## src/rtl/core/sprite_attribute_expander_assert.svh

```systemverilog
// ----------------------------------------------------------------------------
// Sprite attribute expander assertion macros
// Concurrent assertion wrappers used by the expander core; define ASSERT_OFF
// to compile them away.
// ----------------------------------------------------------------------------
`ifndef SPRITE_ATTRIBUTE_EXPANDER_ASSERT_SVH
`define SPRITE_ATTRIBUTE_EXPANDER_ASSERT_SVH

`ifndef ASSERT_OFF

// Condition holds at every clock edge outside reset.
`define SAE_ASSERT_ALWAYS(label, clk, rst, cond, msg) \
   label: assert property (@(posedge clk) disable iff (rst) (cond)) else $error(msg);

// Antecedent at one edge implies the consequent at the next edge.
`define SAE_ASSERT_NEXT(label, clk, rst, ante, cons, msg) \
   label: assert property (@(posedge clk) disable iff (rst) (ante) |=> (cons)) else $error(msg);

`else

`define SAE_ASSERT_ALWAYS(label, clk, rst, cond, msg)
`define SAE_ASSERT_NEXT(label, clk, rst, ante, cons, msg)

`endif

`endif

```

## src/rtl/core/sae_pkg.sv

```systemverilog
// ----------------------------------------------------------------------------
// Sprite attribute expander package
// Shared constants and types for the front decoder, queue and cell sequencer.
// ----------------------------------------------------------------------------
`default_nettype none

package sae_pkg;

   // Number of sprite codes; cell codes wrap at this count.
   localparam int CODE_COUNT  = 128;
   localparam int CODE_W      = 7;
   localparam int PAL_W       = 6;
   localparam int SX_W        = 11;
   localparam int SY_W        = 9;

   // Decoded sprite queue between front and back.
   localparam int QUEUE_DEPTH = 2;
   localparam int QPTR_W      = (QUEUE_DEPTH > 1) ? $clog2(QUEUE_DEPTH) : 1;
   localparam int QCNT_W      = $clog2(QUEUE_DEPTH + 1);

   // Position offsets of the attribute format.
   localparam logic [SX_W-1:0] X_OFFSET  = SX_W'(40);
   localparam logic [SY_W-1:0] Y_OFFSET  = SY_W'(32);
   localparam logic [7:0]      Y_BIAS    = 8'd1;   // 257 folded into 8 bits
   localparam logic [SX_W-1:0] CELL_STEP_X = SX_W'(16);
   localparam logic [SY_W-1:0] CELL_STEP_Y = SY_W'(16);

   typedef struct packed {
      logic [CODE_W-1:0]      base_code;
      logic [PAL_W-1:0]       palette;
      logic signed [SX_W-1:0] screen_x;
      logic signed [SY_W-1:0] screen_y;
      logic                   flip_x;
      logic                   flip_y;
      logic                   size_x;
      logic                   size_y;
   } sprite_desc_type;

   typedef struct packed {
      logic empty;
      logic full;
   } queue_status_type;

endpackage

`default_nettype wire

```

## src/rtl/core/sae_front.sv

```systemverilog
// ----------------------------------------------------------------------------
// Sprite attribute front decoder
// Accepts attribute transactions, decodes them into sprite descriptors and
// pushes them into the descriptor queue.
// ----------------------------------------------------------------------------
`default_nettype none

module sae_front (
   input  wire logic                     clock,
   input  wire logic                     reset,
   input  wire logic                     req_valid,
   output logic                          req_stall,
   input  wire logic [7:0]               req_code_byte,
   input  wire logic [7:0]               req_color_byte,
   input  wire logic [7:0]               req_ypos_byte,
   input  wire logic [7:0]               req_xpos_byte,
   input  wire logic [7:0]               req_flag_byte,
   input  wire logic [7:0]               req_xhigh_byte,
   input  wire sae_pkg::queue_status_type q_status,
   output logic                          q_push,
   output sae_pkg::sprite_desc_type      q_wdata
);

   logic                     valid_ff;
   logic                     valid_in;
   sae_pkg::sprite_desc_type desc_ff;
   sae_pkg::sprite_desc_type desc_in;
   logic                     take;
   logic [7:0]               y_wrap;

   always_comb begin
      req_stall = valid_ff && q_status.full;
      take      = req_valid && !req_stall;
      q_push    = valid_ff && !q_status.full;
      valid_in  = take || (valid_ff && q_status.full);

      // Fold the inverted y position into 8 bits before the screen offset.
      y_wrap = sae_pkg::Y_BIAS - req_ypos_byte - {req_flag_byte[3], 4'b0000};

      desc_in.base_code = req_code_byte[sae_pkg::CODE_W-1:0];
      desc_in.palette   = req_color_byte[sae_pkg::PAL_W-1:0];
      desc_in.screen_x  = {1'b0, req_xhigh_byte[1:0], req_xpos_byte} - sae_pkg::X_OFFSET;
      desc_in.screen_y  = {1'b0, y_wrap} - sae_pkg::Y_OFFSET;
      desc_in.flip_x    = req_flag_byte[0];
      desc_in.flip_y    = req_flag_byte[1];
      desc_in.size_x    = req_flag_byte[2];
      desc_in.size_y    = req_flag_byte[3];
   end

   always_ff @(posedge clock) begin
      if (reset) begin
         valid_ff <= 1'b0;
      end else begin
         valid_ff <= valid_in;
      end
   end

   always_ff @(posedge clock) begin
      if (take) begin
         desc_ff <= desc_in;
      end
   end

   assign q_wdata = desc_ff;

endmodule

`default_nettype wire

```

## src/rtl/core/sae_queue.sv

```systemverilog
// ----------------------------------------------------------------------------
// Sprite descriptor queue
// Short FIFO that decouples the front decoder from the cell sequencer.
// ----------------------------------------------------------------------------
`default_nettype none

`include "sprite_attribute_expander_assert.svh"

module sae_queue (
   input  wire logic                     clock,
   input  wire logic                     reset,
   input  wire logic                     push,
   input  wire sae_pkg::sprite_desc_type wdata,
   input  wire logic                     pop,
   output sae_pkg::sprite_desc_type      rdata,
   output sae_pkg::queue_status_type     status
);

   sae_pkg::sprite_desc_type          mem_ff [sae_pkg::QUEUE_DEPTH];
   logic [sae_pkg::QPTR_W-1:0]        wr_ptr_ff;
   logic [sae_pkg::QPTR_W-1:0]        wr_ptr_in;
   logic [sae_pkg::QPTR_W-1:0]        rd_ptr_ff;
   logic [sae_pkg::QPTR_W-1:0]        rd_ptr_in;
   logic [sae_pkg::QCNT_W-1:0]        count_ff;
   logic [sae_pkg::QCNT_W-1:0]        count_in;

   localparam logic [sae_pkg::QPTR_W-1:0] LAST_PTR = sae_pkg::QPTR_W'(sae_pkg::QUEUE_DEPTH - 1);
   localparam logic [sae_pkg::QCNT_W-1:0] FULL_CNT = sae_pkg::QCNT_W'(sae_pkg::QUEUE_DEPTH);

   always_comb begin
      status.empty = (count_ff == '0);
      status.full  = (count_ff == FULL_CNT);
      rdata        = mem_ff[rd_ptr_ff];

      wr_ptr_in = wr_ptr_ff;
      if (push) begin
         wr_ptr_in = (wr_ptr_ff == LAST_PTR) ? '0 : wr_ptr_ff + 1'b1;
      end
      rd_ptr_in = rd_ptr_ff;
      if (pop) begin
         rd_ptr_in = (rd_ptr_ff == LAST_PTR) ? '0 : rd_ptr_ff + 1'b1;
      end

      count_in = count_ff;
      if (push && !pop) begin
         count_in = count_ff + 1'b1;
      end else if (pop && !push) begin
         count_in = count_ff - 1'b1;
      end
   end

   always_ff @(posedge clock) begin
      if (reset) begin
         wr_ptr_ff <= '0;
         rd_ptr_ff <= '0;
         count_ff  <= '0;
      end else begin
         wr_ptr_ff <= wr_ptr_in;
         rd_ptr_ff <= rd_ptr_in;
         count_ff  <= count_in;
      end
   end

   always_ff @(posedge clock) begin
      if (push) begin
         mem_ff[wr_ptr_ff] <= wdata;
      end
   end

   `SAE_ASSERT_ALWAYS(a_count_bound, clock, reset, count_ff <= FULL_CNT, "queue count overflow")
   `SAE_ASSERT_ALWAYS(a_no_overrun, clock, reset, !(push && status.full) && !(pop && status.empty), "queue overrun or underrun")

endmodule

`default_nettype wire

```

## src/rtl/core/sae_back.sv

```systemverilog
// ----------------------------------------------------------------------------
// Sprite cell sequencer
// Pops sprite descriptors and emits one draw command per 16x16 cell in
// row-major order through a registered output stage.
// ----------------------------------------------------------------------------
`default_nettype none

`include "sprite_attribute_expander_assert.svh"

module sae_back (
   input  wire logic                             clock,
   input  wire logic                             reset,
   input  wire sae_pkg::queue_status_type        q_status,
   input  wire sae_pkg::sprite_desc_type         q_rdata,
   output logic                                  q_pop,
   output logic                                  rsp_valid,
   input  wire logic                             rsp_stall,
   output logic [6:0]                            rsp_cell_code,
   output logic [5:0]                            rsp_palette_sel,
   output logic signed [10:0]                    rsp_screen_x,
   output logic signed [8:0]                     rsp_screen_y,
   output logic                                  rsp_mirror_x,
   output logic                                  rsp_mirror_y,
   output logic                                  rsp_last_cell
);

   sae_pkg::sprite_desc_type          desc_ff;
   logic                              busy_ff;
   logic                              busy_in;
   logic                              row_ff;
   logic                              row_in;
   logic                              col_ff;
   logic                              col_in;
   logic                              out_free;
   logic                              emit;
   logic                              cell_last;
   logic                              row_sel;
   logic                              col_sel;
   logic                              out_valid_ff;
   logic                              out_valid_in;
   logic [sae_pkg::CODE_W-1:0]        code_ff;
   logic [sae_pkg::CODE_W-1:0]        code_in;
   logic signed [sae_pkg::SX_W-1:0]   x_ff;
   logic signed [sae_pkg::SX_W-1:0]   x_in;
   logic signed [sae_pkg::SY_W-1:0]   y_ff;
   logic signed [sae_pkg::SY_W-1:0]   y_in;
   logic [sae_pkg::PAL_W-1:0]         pal_ff;
   logic                              mx_ff;
   logic                              my_ff;
   logic                              last_ff;

   always_comb begin
      out_free  = !out_valid_ff || !rsp_stall;
      emit      = busy_ff && out_free;
      cell_last = (row_ff == desc_ff.size_y) && (col_ff == desc_ff.size_x);
      q_pop     = !q_status.empty && (!busy_ff || (emit && cell_last));

      busy_in = busy_ff;
      if (q_pop) begin
         busy_in = 1'b1;
      end else if (emit && cell_last) begin
         busy_in = 1'b0;
      end

      row_in = row_ff;
      col_in = col_ff;
      if (q_pop) begin
         row_in = 1'b0;
         col_in = 1'b0;
      end else if (emit) begin
         if (col_ff != desc_ff.size_x) begin
            col_in = 1'b1;
         end else begin
            col_in = 1'b0;
            row_in = 1'b1;
         end
      end

      // Swap cell codes under flip on a doubled axis; code wraps at CODE_COUNT.
      row_sel = row_ff ^ (desc_ff.size_y & desc_ff.flip_y);
      col_sel = col_ff ^ (desc_ff.size_x & desc_ff.flip_x);
      code_in = sae_pkg::CODE_W'((desc_ff.base_code + {row_sel, col_sel})
                                 % sae_pkg::CODE_COUNT);
      x_in    = desc_ff.screen_x + (col_ff ? sae_pkg::CELL_STEP_X : '0);
      y_in    = desc_ff.screen_y + (row_ff ? sae_pkg::CELL_STEP_Y : '0);

      out_valid_in = emit || (out_valid_ff && rsp_stall);
   end

   always_ff @(posedge clock) begin
      if (reset) begin
         busy_ff      <= 1'b0;
         row_ff       <= 1'b0;
         col_ff       <= 1'b0;
         out_valid_ff <= 1'b0;
      end else begin
         busy_ff      <= busy_in;
         row_ff       <= row_in;
         col_ff       <= col_in;
         out_valid_ff <= out_valid_in;
      end
   end

   always_ff @(posedge clock) begin
      if (q_pop) begin
         desc_ff <= q_rdata;
      end
      if (emit) begin
         code_ff <= code_in;
         pal_ff  <= desc_ff.palette;
         x_ff    <= x_in;
         y_ff    <= y_in;
         mx_ff   <= desc_ff.flip_x;
         my_ff   <= desc_ff.flip_y;
         last_ff <= cell_last;
      end
   end

   assign rsp_valid       = out_valid_ff;
   assign rsp_cell_code   = code_ff;
   assign rsp_palette_sel = pal_ff;
   assign rsp_screen_x    = x_ff;
   assign rsp_screen_y    = y_ff;
   assign rsp_mirror_x    = mx_ff;
   assign rsp_mirror_y    = my_ff;
   assign rsp_last_cell   = last_ff;

   `SAE_ASSERT_ALWAYS(a_cell_in_bounds, clock, reset, !busy_ff || ((!col_ff || desc_ff.size_x) && (!row_ff || desc_ff.size_y)), "cell index past sprite size")
   `SAE_ASSERT_NEXT(a_done_goes_idle, clock, reset, emit && cell_last && !q_pop, !busy_ff, "sequencer busy after final cell")

endmodule

`default_nettype wire

```

## src/rtl/core/sprite_attribute_expander.sv

```systemverilog
// Throughput: one draw command per cycle while the output is not stalled; a sprite
//   gives one command per 16x16 cell, from the single-output cell sequencer.
// A new attribute transaction is taken every cycle while the queue has room.
// Reset (synchronous, active high) empties the queue and drops all pending work.
// ----------------------------------------------------------------------------
// Sprite attribute expander
// Decodes six-byte sprite attribute entries and expands each into row-major
// 16x16 cell draw commands.
// ----------------------------------------------------------------------------
`default_nettype none

module sprite_attribute_expander (
   input  wire logic               clock,
   input  wire logic               reset,
   // attribute transactions
   input  wire logic               req_valid,
   output logic                    req_stall,
   input  wire logic [7:0]         req_code_byte,
   input  wire logic [7:0]         req_color_byte,
   input  wire logic [7:0]         req_ypos_byte,
   input  wire logic [7:0]         req_xpos_byte,
   input  wire logic [7:0]         req_flag_byte,
   input  wire logic [7:0]         req_xhigh_byte,
   // draw command transactions
   output logic                    rsp_valid,
   input  wire logic               rsp_stall,
   output logic [6:0]              rsp_cell_code,
   output logic [5:0]              rsp_palette_sel,
   output logic signed [10:0]      rsp_screen_x,
   output logic signed [8:0]       rsp_screen_y,
   output logic                    rsp_mirror_x,
   output logic                    rsp_mirror_y,
   output logic                    rsp_last_cell
);

   sae_pkg::queue_status_type q_status;
   sae_pkg::sprite_desc_type  q_wdata;
   sae_pkg::sprite_desc_type  q_rdata;
   logic                      q_push;
   logic                      q_pop;

   // Front: register and decode each attribute transaction, hold it while the
   // queue is full.
   sae_front u_front (
      .clock          (clock),
      .reset          (reset),
      .req_valid      (req_valid),
      .req_stall      (req_stall),
      .req_code_byte  (req_code_byte),
      .req_color_byte (req_color_byte),
      .req_ypos_byte  (req_ypos_byte),
      .req_xpos_byte  (req_xpos_byte),
      .req_flag_byte  (req_flag_byte),
      .req_xhigh_byte (req_xhigh_byte),
      .q_status       (q_status),
      .q_push         (q_push),
      .q_wdata        (q_wdata)
   );

   // Queue: absorb decoded sprites while the back end walks a multi-cell one.
   sae_queue u_queue (
      .clock  (clock),
      .reset  (reset),
      .push   (q_push),
      .wdata  (q_wdata),
      .pop    (q_pop),
      .rdata  (q_rdata),
      .status (q_status)
   );

   // Back: walk the cells of each sprite and advance the output register only
   // when it is empty or the downstream side is not stalling.
   sae_back u_back (
      .clock           (clock),
      .reset           (reset),
      .q_status        (q_status),
      .q_rdata         (q_rdata),
      .q_pop           (q_pop),
      .rsp_valid       (rsp_valid),
      .rsp_stall       (rsp_stall),
      .rsp_cell_code   (rsp_cell_code),
      .rsp_palette_sel (rsp_palette_sel),
      .rsp_screen_x    (rsp_screen_x),
      .rsp_screen_y    (rsp_screen_y),
      .rsp_mirror_x    (rsp_mirror_x),
      .rsp_mirror_y    (rsp_mirror_y),
      .rsp_last_cell   (rsp_last_cell)
   );

endmodule

`default_nettype wire

```

## config.mk

```make
export PLATFORM = sky130hd
export DESIGN_NAME = sprite_attribute_expander
export DESIGN_NICKNAME = d
export VERILOG_FILES = /design/src/rtl/core/sae_pkg.sv /design/src/rtl/core/sae_front.sv /design/src/rtl/core/sae_queue.sv /design/src/rtl/core/sae_back.sv /design/src/rtl/core/sprite_attribute_expander.sv
export VERILOG_INCLUDE_DIRS = /design/src /design/src/rtl/core
export SDC_FILE = /design/constraint.sdc
export NUM_CORES = 1
export LEC_CHECK = 0
export ABC_CLOCK_PERIOD_IN_PS = 5110
export BUFFER_PORTS_ARGS = -buffer_cell sky130_fd_sc_hd__buf_2
export CORE_ASPECT_RATIO = 1.1
export CORE_UTILIZATION = 55
export CTS_BUF_LIST = sky130_fd_sc_hd__clkbuf_16
export DETAILED_ROUTE_END_ITERATION = 10
export PLACE_DENSITY_LB_ADDON = 0.12
export SLEW_MARGIN = 20
export SYNTH_ARGS = -nofsm -noshare
export SYNTH_HDL_FRONTEND = slang
export SYNTH_SLANG_ARGS = --single-unit
export TNS_END_PERCENT = 20
```

## constraint.sdc

```tcl
create_clock -name clock -period 5.11 [get_ports clock]
set_input_delay 0.2555 -clock clock [delete_from_list [all_inputs] [get_ports clock]]
set_output_delay 0.2555 -clock clock [all_outputs]
set_load 0.1 [all_outputs]
```

==> results of run 1 <==
cell families after synthesis:
| kind of cell | share of synthesized area, % |
|---|---|
| compound gates | 2.47 |
| flops | 79.2 |
| xor+xnor | 3.89 |
| fa+ha+maj | 3.23 |
| buf+inv | 1.93 |
| mux | 5.79 |
| simple gates | 3.46 |
cells in the final DEF (no fill, tap or decap), drive strengths merged:
master / netlist / routed
o31a: 1 / 1
nand3: 6 / 6
o311ai: 1 / 1
nor3: 3 / 3
nor2b: 5 / 5
fa: 1 / 1
nand4: 1 / 1
o21a: 1 / 1
o21bai: 1 / 1
nand2: 8 / 8
inv: 22 / 29
clkbuf: 2 / 17
and3: 2 / 2
or3: 3 / 3
nor3b: 2 / 2
bufinv: 0 / 2
dfxtp: 9 / 9
a21oi: 9 / 9
nand2b: 2 / 2
a2111oi: 3 / 3
dlygate4sd3: 0 / 11
edfxtp: 184 / 184
o31ai: 2 / 2
nor4b: 1 / 1
clkinvlp: 0 / 4
buf: 5 / 80
nor2: 14 / 14
and3b: 1 / 1
clkinv: 0 / 2
xnor2: 12 / 12
xor2: 20 / 20
ha: 17 / 17
a21bo: 1 / 1
o21ai: 5 / 5
o21ba: 1 / 1
nand3b: 1 / 1
mux2: 37 / 37
state kept, by name, indices dropped and copies added (netlist names):
register and flops:
u_back.busy_ff 1, u_back.col_ff 1, u_back.desc_ff 37, u_back.row_ff 1, u_back.rsp_cell_code 7, u_back.rsp_last_cell 1, u_back.rsp_mirror_x 1, u_back.rsp_mirror_y 1
u_back.rsp_palette_sel 6, u_back.rsp_screen_x 11, u_back.rsp_screen_y 9, u_back.rsp_valid 1, u_front.q_wdata 37, u_front.valid_ff 1, u_queue.count_ff 2, u_queue.mem_ff 74
u_queue.rd_ptr_ff 1, u_queue.wr_ptr_ff 1
critical path, cell delays in order:
cell and delay [ps]:
buf_2 90, inv_1 40, ha_1 170, ha_1 390
and3b_1 220, a2111oi_1 350, nand3_1 200, inv_1 90
ha_1 160, xor2_1 160, xnor2_1 80
metrics by stage:
step / worst slack [ps] / hold slack [ps] / total power [mW] / cell area, um^2 / std cells
floorplan: 1080 / 354 / 3.63 / 7200 / 383
global placement: 2730 / 402 / 3.86 / 7760 / 611
detailed placement: 2680 / 405 / 3.92 / 7760 / 611
CTS: 3070 / 3.27 / 5.23 / 8460 / 654
global route: 2960 / 4.87 / 5.40 / 8510 / 656
finish: 3090 / 19.2 / 5.19 / 8510 / 656
power groups by stage:
stage	Combinational, mW	Clock (mW)	Sequential [mW]
2_1_floorplan	0.544	0	3.09
3_3_place_gp	1.41	0	2.46
3_5_place_dp	1.44	0	2.48
4_1_cts	1.45	1.33	2.45
5_1_grt	1.53	1.39	2.48
6_report	1.44	1.31	2.44
per-layer routing:
| layer | vias to the layer above | track usage [%] | part of all wire, % |
|---|---|---|---|
| met2 | 71 | 30.2 | 54 |
| met4 | 0 | 7.26 | 2.1 |
| met3 | 19 | 5.07 | 4.5 |
| li1 | 1644 | - | - |
| met5 | - | 0 | 0 |
| met1 | 1610 | 17.0 | 40 |
what timing repair did:
| item | in CTS | in global routing |
|---|---|---|
| setup buffers | 0 | 0 |
| hold endpoints to repair | 11 | 0 |
| hold buffers | 11 | 0 |
| endpoints found under the setup margin | 0 | 0 |
layout make-up:
class	count	area share (%)
Clock buffer	17	5.00
Clock inverter	15	1.90
Inverter	22	0.971
Multi-Input combinational cell	161	16.2
Sequential cell	193	67.1
Tap cell	157	2.31
Timing Repair Buffer	91	6.50
path summary, 6_finish.rpt:
path | to | slack (ps) | depth (start not counted)
setup / recovery | u_front.q_wdata[11]$_DFFE_PP_ | 3090 | 11
hold / removal | u_front.q_wdata[32]$_DFFE_PP_ | 20 | 1
setup reg to reg | u_queue.count_ff[1]$_SDFFE_PP0P_ | 3090 | 7
hold reg to reg | u_back.rsp_screen_x[1]$_DFFE_PP_ | 420 | 0
==> impl_metrics.toml, run 1 <==
[outcome]
status = "complete, but fails checks"
violations = "DRC"

[logic_synthesis]
syn-cell-area_um2 = 7200
netlist.area_leader.share_pct = 76.7
netlist_top_cells_count = "edfxtp_1 (184), mux2_2 (37), inv_1 (22)"
post-synth-top-count-cell = "edfxtp_1"
ys_seq_area_share_pct = 79.2
yosys-top-cells-area = "edfxtp_1 (77%), mux2_2 (5.8%), ha_1 (3.0%)"
ys.flop_type = "edfxtp_1"
synth_seq_cells = 193
syn-num-nets = 453
ys.warnings.count = 0
synthArstFlopShare_pct = 0
synth_cell_types = 37
yosys.area.top_type = "edfxtp_1"
synth_edf_count = 184
syn_avg_cell_area_um2 = 18.8
postSynthCellCount = 383

[sta]
final-setup-viol-count = 0
slew_headroom_pct = 32.2
hold_viol_final = 0
skew_ps = 9.47
rsz0062_at_grt = "no"
finalSetupTns_ps = 0
fin_crit_sh_pct = 39.5
drv_slew = 0
worst_pin_slew_ps = 1020
clock.fmax_mhz = 495
min_period_ps = 2020

[drt]
routed_via_density = 5.10
wl_per_cell_um = 15.8
dr.first_iter.drc_count = 186
wl_um = 10400
postRouteAntennaNets = 0
dr.pass1.iters = 7
vias = 3344
drc = 14

[die]
die_area_um2 = 13600
ios = 90
dieHeight_um = 122
core.rowCount = 43
start_util_pct = 56.7
core_um2 = 12700
die_w_um = 111

[worst_setup_path]
crit_type = "in -> reg"
crit_required_ps = 5280
worstSetupEndpointType = "flip-flop"
worstPathArrival_ps = 2190
startpoint = "req_flag_byte[3]"
cp-start-kind = "input pin"
cp_max_fo = 8
r2r_start = "u_back.col_ff$_SDFFE_PP0P_"

[job]
cap_violations = 0

[placed_design]
place_congestion = 0.790
io_buffers = 76
dp_hpwl_um = 6360

[cts]
htreeDepth = 4
clkSinkCount = 193
cts_max_path_buffers = 2
cts_root_buf = "clkbuf_16"
tritoncts = "yes"
path_clk_slew_ps = 70
cts_inserted_buffers = 17
cts_resized = 0
clock_latency_ps = 430

[grt]
grt_antenna_before_repair = 0
grt_first_pass_wirelength_um = 16100
track_usage_pct = 16.3
grt_max_degree = 40
grt_overflow_total = 0
grt_pass1_vias = 3414

[pwr]
p_int_mw = 3.34
p_leak_nw = 3.12
p_sw_mw = 1.85
irDropWorstVdd_mv = 0.277
switching_share_pct = 35.7
combPwrFrac_pct = 27.8
power.density_nw_per_um2 = 610
p_clk_share_pct = 25.2
seq_power_share_pct = 47.0

[worst_hold_path]
hold_start = "req_code_byte[2]"
hold_path.class = "in -> reg"

[final_layout]
final_nets = 556
multiInputGateArea_um2 = 1380
regArea_um2 = 5710
antenna_cells = 0
nFillCells = 878
area_growth_pct = 18.1
layout-drive-gt1-share_pct = 30.9
fin_util_pct = 67.0
No activity file was read; power rests on OpenSTA's default activity.
==> run 2, diff against run 1 <==
Settings changed: ABC_CLOCK_PERIOD_IN_PS 5110 to 1700, CORE_UTILIZATION 55 to 52.
Clock period 5.11 ns to 1.7 ns, I/O delays scaled along.
==> impl_metrics.toml, run 2 (synthesized netlist as in run 1, its figures left out) <==
[outcome]
status = "complete, but fails checks"
violations = "setup timing"

[sta]
hold_viol_final = 0
setup_ws_ps = -175
worst_pin_slew_ps = 516
drv_slew = 0
slew_headroom_pct = 65.8
skew_ps = 7.03
final-setup-viol-count = 6
clock.fmax_mhz = 533
min_period_ps = 1880
fin_crit_sh_pct = 110
finalSetupTns_ps = -597
rsz0062_at_grt = "yes"

[worst_setup_path]
r2r_start = "u_back.desc_ff[0]$_DFFE_PP_"
ff2ff_path_depth = 8
cp-start-kind = "flip-flop"
path_buf_inv = 1
cp_max_fo = 2
slowest_stage = "edfxtp_1"
crit-reg2reg-capture = "u_queue.count_ff[1]$_SDFFE_PP0P_"
crit_chain = "xor2_1, o31a_1, nor2_4, inv_2, ha_4, xor2_2, or3_1, a21oi_1"
r2r_setup_slack_ps = -180
critPathMaxStageDelay_ps = 410
cp_top_family = "compound AO/OA/AOI/OAI gates"
crit_type = "reg -> reg"
crit_required_ps = 2050
worstPathArrival_ps = 2220
worstSetupEndpointType = "flip-flop"

[die]
ios = 90
die_area_um2 = 14300
core.rowCount = 44
start_util_pct = 53.8
dieHeight_um = 125
core_um2 = 13400
die_w_um = 114

[grt]
grt_overflow_total = 0
grt_first_pass_wirelength_um = 17600
track_usage_pct = 16.8
grt_pass1_vias = 3694
grt_max_degree = 36
grt_antenna_before_repair = 0

[placed_design]
place_congestion = 0.790
io_buffers = 76
dp_hpwl_um = 6910

[final_layout]
fin_util_pct = 68.3
mostFrequentLayoutCell = "edfxtp_1"
layout_common_cells = "edfxtp_1 (184), buf_2 (75), mux2_2 (37), dlygate4sd3_1 (32), buf_4 (30)"
nFillCells = 885
final_nets = 611
area_growth_pct = 26.9
antenna_cells = 0
largest_register_ff_count = 74
layout-drive-gt1-share_pct = 36.8
top_register = "u_queue.mem_ff"

[pwr]
combPwrFrac_pct = 32.9
p_sw_mw = 5.52
seq_power_share_pct = 44.7
irDropWorstVdd_mv = 0.906
switching_share_pct = 34.4
p_leak_nw = 3.39
power.total_mw = 16.0
p_clk_share_pct = 22.4
p_int_mw = 10.5
power.density_nw_per_um2 = 1760

[worst_hold_path]
holdPathEnd = "u_front.q_wdata[18]$_DFFE_PP_"
hold_start = "req_xpos_byte[5]"
hold_path.class = "in -> reg"
hold_depth = 2

[drt]
routed_via_density = 4.92
wl_per_cell_um = 15.0
dr.pass1.iters = 6
drc = 0
postRouteAntennaNets = 0
wl_um = 11100
dr.first_iter.drc_count = 168
vias = 3622

[cts]
path_clk_slew_ps = 60
cts_max_path_buffers = 2
clock_latency_ps = 420
cts_inserted_buffers = 17
clkSinkCount = 193
htreeDepth = 4
cts_root_buf = "clkbuf_16"
tritoncts = "yes"

[job]
cap_violations = 0
==> run 2: stage by stage <==
stage	hold WS [ps]	worst slack (ps)	instance area [um^2]	cells
3_5_place_dp	263	-483	8120	670
2_1_floorplan	184	-802	7230	383
6_report	20.3	-175	9140	736
4_1_cts	15.2	-177	9010	733
5_1_grt	31.1	-284	9140	736
3_3_place_gp	261	-344	8120	670
==> run 2: what timing repair did <==
| action | in CTS | in global routing |
|---|---|---|
| hold buffers | 32 | 0 |
| hold endpoints to repair | 36 | 0 |
| setup buffers | 1 | 3 |
| cloned | 0 | 0 |
| setup endpoints to repair | 34 | 46 |
| resized for setup | 10 | 18 |
| pin swaps | 5 | 9 |
==> run 2: worst reg2reg max path, stage by stage (launching register included) <==
cell and delay (ps):
edfxtp_1 410, xor2_1 170, o31a_1 330, nor2_4 100, inv_2 50, ha_4 160, xor2_2 140, or3_1 320
a21oi_1 120
==> run 2: layout make-up <==
cell class              instances  area [um^2]  area share [%]
clock inverters                13          105            1.15
multi-input cells             161         1510            16.5
repair buffers                146         1080            11.8
flip-flops and latches        193         5710            62.5
clock buffers                  17          425            4.66
inverters                      22         82.6           0.904
well taps                     184          230            2.52
==> run 2: layer usage <==
metal	GRT usage (%)	vias to the layer above	share of wire (%)
met2	29.9	76	54
met5	0	-	0
li1	-	1752	-
met4	8.63	0	2.6
met3	4.12	21	3.8
met1	18.3	1773	40
==> run 2: power groups by stage <==
stage          Sequential [mW]  Combinational [mW]  Clock (mW)
2_1_floorplan             9.26                1.68           0
3_3_place_gp              7.21                4.81           0
3_5_place_dp              7.26                4.90           0
4_1_cts                   7.17                5.08        3.68
5_1_grt                   7.28                5.62        3.85
6_report                  7.17                5.28        3.60
==> run 2: how the worst max path moves through the flow <==
stage	startpoint	end	slack, ps	depth (start not counted)
6_report	u_back.desc_ff[0]$_DFFE_PP_	u_queue.count_ff[1]$_SDFFE_PP0P_	-180	8
2_1_floorplan	u_back.rsp_valid$_SDFF_PP0_	u_queue.count_ff[1]$_SDFFE_PP0P_	-800	8
4_1_cts	u_back.desc_ff[1]$_DFFE_PP_	u_queue.count_ff[1]$_SDFFE_PP0P_	-180	8
3_5_place_dp	req_ypos_byte[4]	u_front.q_wdata[11]$_DFFE_PP_	-480	11
3_3_place_gp	req_ypos_byte[4]	u_front.q_wdata[11]$_DFFE_PP_	-340	11
5_1_grt	u_back.desc_ff[0]$_DFFE_PP_	u_queue.count_ff[1]$_SDFFE_PP0P_	-280	8
==> run 3, diff against run 2 <==
Settings changed: CORE_ASPECT_RATIO 1.1 to 0.5.
==> impl_metrics.toml, run 3 (synthesized netlist as in run 1, its figures left out) <==
[die]
ios = 90
core.rowCount = 29
die_w_um = 168
dieHeight_um = 85.2
start_util_pct = 55.1
die_area_um2 = 14400
core_um2 = 13100

[pwr]
irDropWorstVdd_mv = 0.816
power.density_nw_per_um2 = 1790
power.total_mw = 16.6
p_leak_nw = 3.45

[placed_design]
dp_hpwl_um = 6710
placed_cell_area_um2 = 8130
dp.cells = 660
pre_cts_ws_ps = -392
place_congestion = 0.717
io_buffers = 76

[worst_setup_path]
cp-start-kind = "flip-flop"
crit_type = "reg -> reg"
cp_max_fo = 3
worstSetupEndpointType = "flip-flop"
worstPathArrival_ps = 2090
ff2ff_path_depth = 8
crit_required_ps = 1880

[drt]
dr.first_iter.drc_count = 263
postRouteAntennaNets = 0
wl_per_cell_um = 15.3
dr.pass1.iters = 4
routed_via_density = 4.91
drc = 0
wl_um = 11200
vias = 3577

[cts]
path_clk_slew_ps = 70
clkSinkCount = 193
cts_max_path_buffers = 2
clock_latency_ps = 430
cts_root_buf = "clkbuf_16"
tritoncts = "yes"
htreeDepth = 4
cts_inserted_buffers = 17

[final_layout]
multiInputGateArea_um2 = 1510
regArea_um2 = 5710
layout_common_cells = "edfxtp_1 (184), buf_2 (75), mux2_2 (37), buf_4 (34), dlygate4sd3_1 (32)"
nFillCells = 849
final_nets = 615
area_growth_pct = 28.4
top_register = "u_queue.mem_ff"
largest_register_ff_count = 74
layout-drive-gt1-share_pct = 38.5
fin_cells = 728
fin_area_um2 = 9250
mostFrequentLayoutCell = "edfxtp_1"
fin_util_pct = 70.8
antenna_cells = 0

[grt]
grt_max_degree = 23
grt_pass1_vias = 3592
grt_antenna_before_repair = 0
track_usage_pct = 16.3
grt_overflow_total = 0
grt_first_pass_wirelength_um = 17200

[sta]
drv_slew = 0
hold_viol_final = 0
slew_headroom_pct = 67.3
min_period_ps = 1910
final-setup-viol-count = 8
worst_pin_slew_ps = 494
clock.fmax_mhz = 523
fin_crit_sh_pct = 113
setup_ws_ps = -213
skew_ps = 13.3
rsz0062_at_grt = "yes"

[outcome]
violations = "setup timing"
status = "complete, but fails checks"

[worst_hold_path]
hold_depth = 2
hold_path.class = "in -> reg"

[job]
cap_violations = 0
[run 3: where the power goes]
| part | switching, mW | leakage, nW | total, mW | internal (mW) |
|---|---|---|---|---|
| clock network | 1.75 | 0.285 | 3.96 | 2.21 |
| registers | 0.404 | 1.80 | 7.14 | 6.74 |
| logic | 3.68 | 1.37 | 5.46 | 1.77 |
[run 3: layer usage]
metal,global-route usage [%],share of wire (%),up-vias
met4,7.27,1.4,0
met3,4.15,2.9,15
met5,0,0,-
met2,28.7,53,67
li1,-,-,1762
met1,19.1,43,1733
[run 3: path summary, 6_finish.rpt]
| path | startpoint | end | slack, ps |
|---|---|---|---|
| min reg2reg | u_back.desc_ff[25]$_DFFE_PP_ | u_back.rsp_palette_sel[1]$_DFFE_PP_ | 420 |
| max reg2reg | u_back.desc_ff[1]$_DFFE_PP_ | u_back.rsp_cell_code[2]$_DFFE_PP_ | -210 |
| min | req_xpos_byte[5] | u_front.q_wdata[18]$_DFFE_PP_ | 20 |
| max | u_back.desc_ff[1]$_DFFE_PP_ | u_back.rsp_cell_code[2]$_DFFE_PP_ | -210 |
[run 3: metrics by stage]
step,TNS [ps],hold WS (ps)
6_report,-914,22.1
5_1_grt,-2890,8.94
4_1_cts,-626,0.425
3_5_place_dp,-3080,264
3_3_place_gp,-2800,263
2_1_floorplan,-56940,184
[run 3: timing repair]
action	in CTS	in global routing
hold buffers	32	0
gates cloned	0	1
setup endpoints to repair	45	48
pin swaps	4	10
endpoints found under the hold margin	36	0
setup buffers	2	2
resized for setup	11	18
[run 3: worst max-delay path, stage by stage, from the launching register on]
cell      delay (ps)
edfxtp_1         430
nand2_2          110
xnor2_2          120
ha_2             220
inv_2             50
fa_2             380
buf_4            150
buf_6            110
xnor2_2          110
[run 3: cell type report]
class / count / share of cell area, %
repair buffers: 150 / 12.2
clock buffers: 17 / 4.60
inverters: 22 / 0.893
flip-flops and latches: 193 / 61.8
well taps: 170 / 2.30
clock inverters: 15 / 1.93
multi-input cells: 161 / 16.3
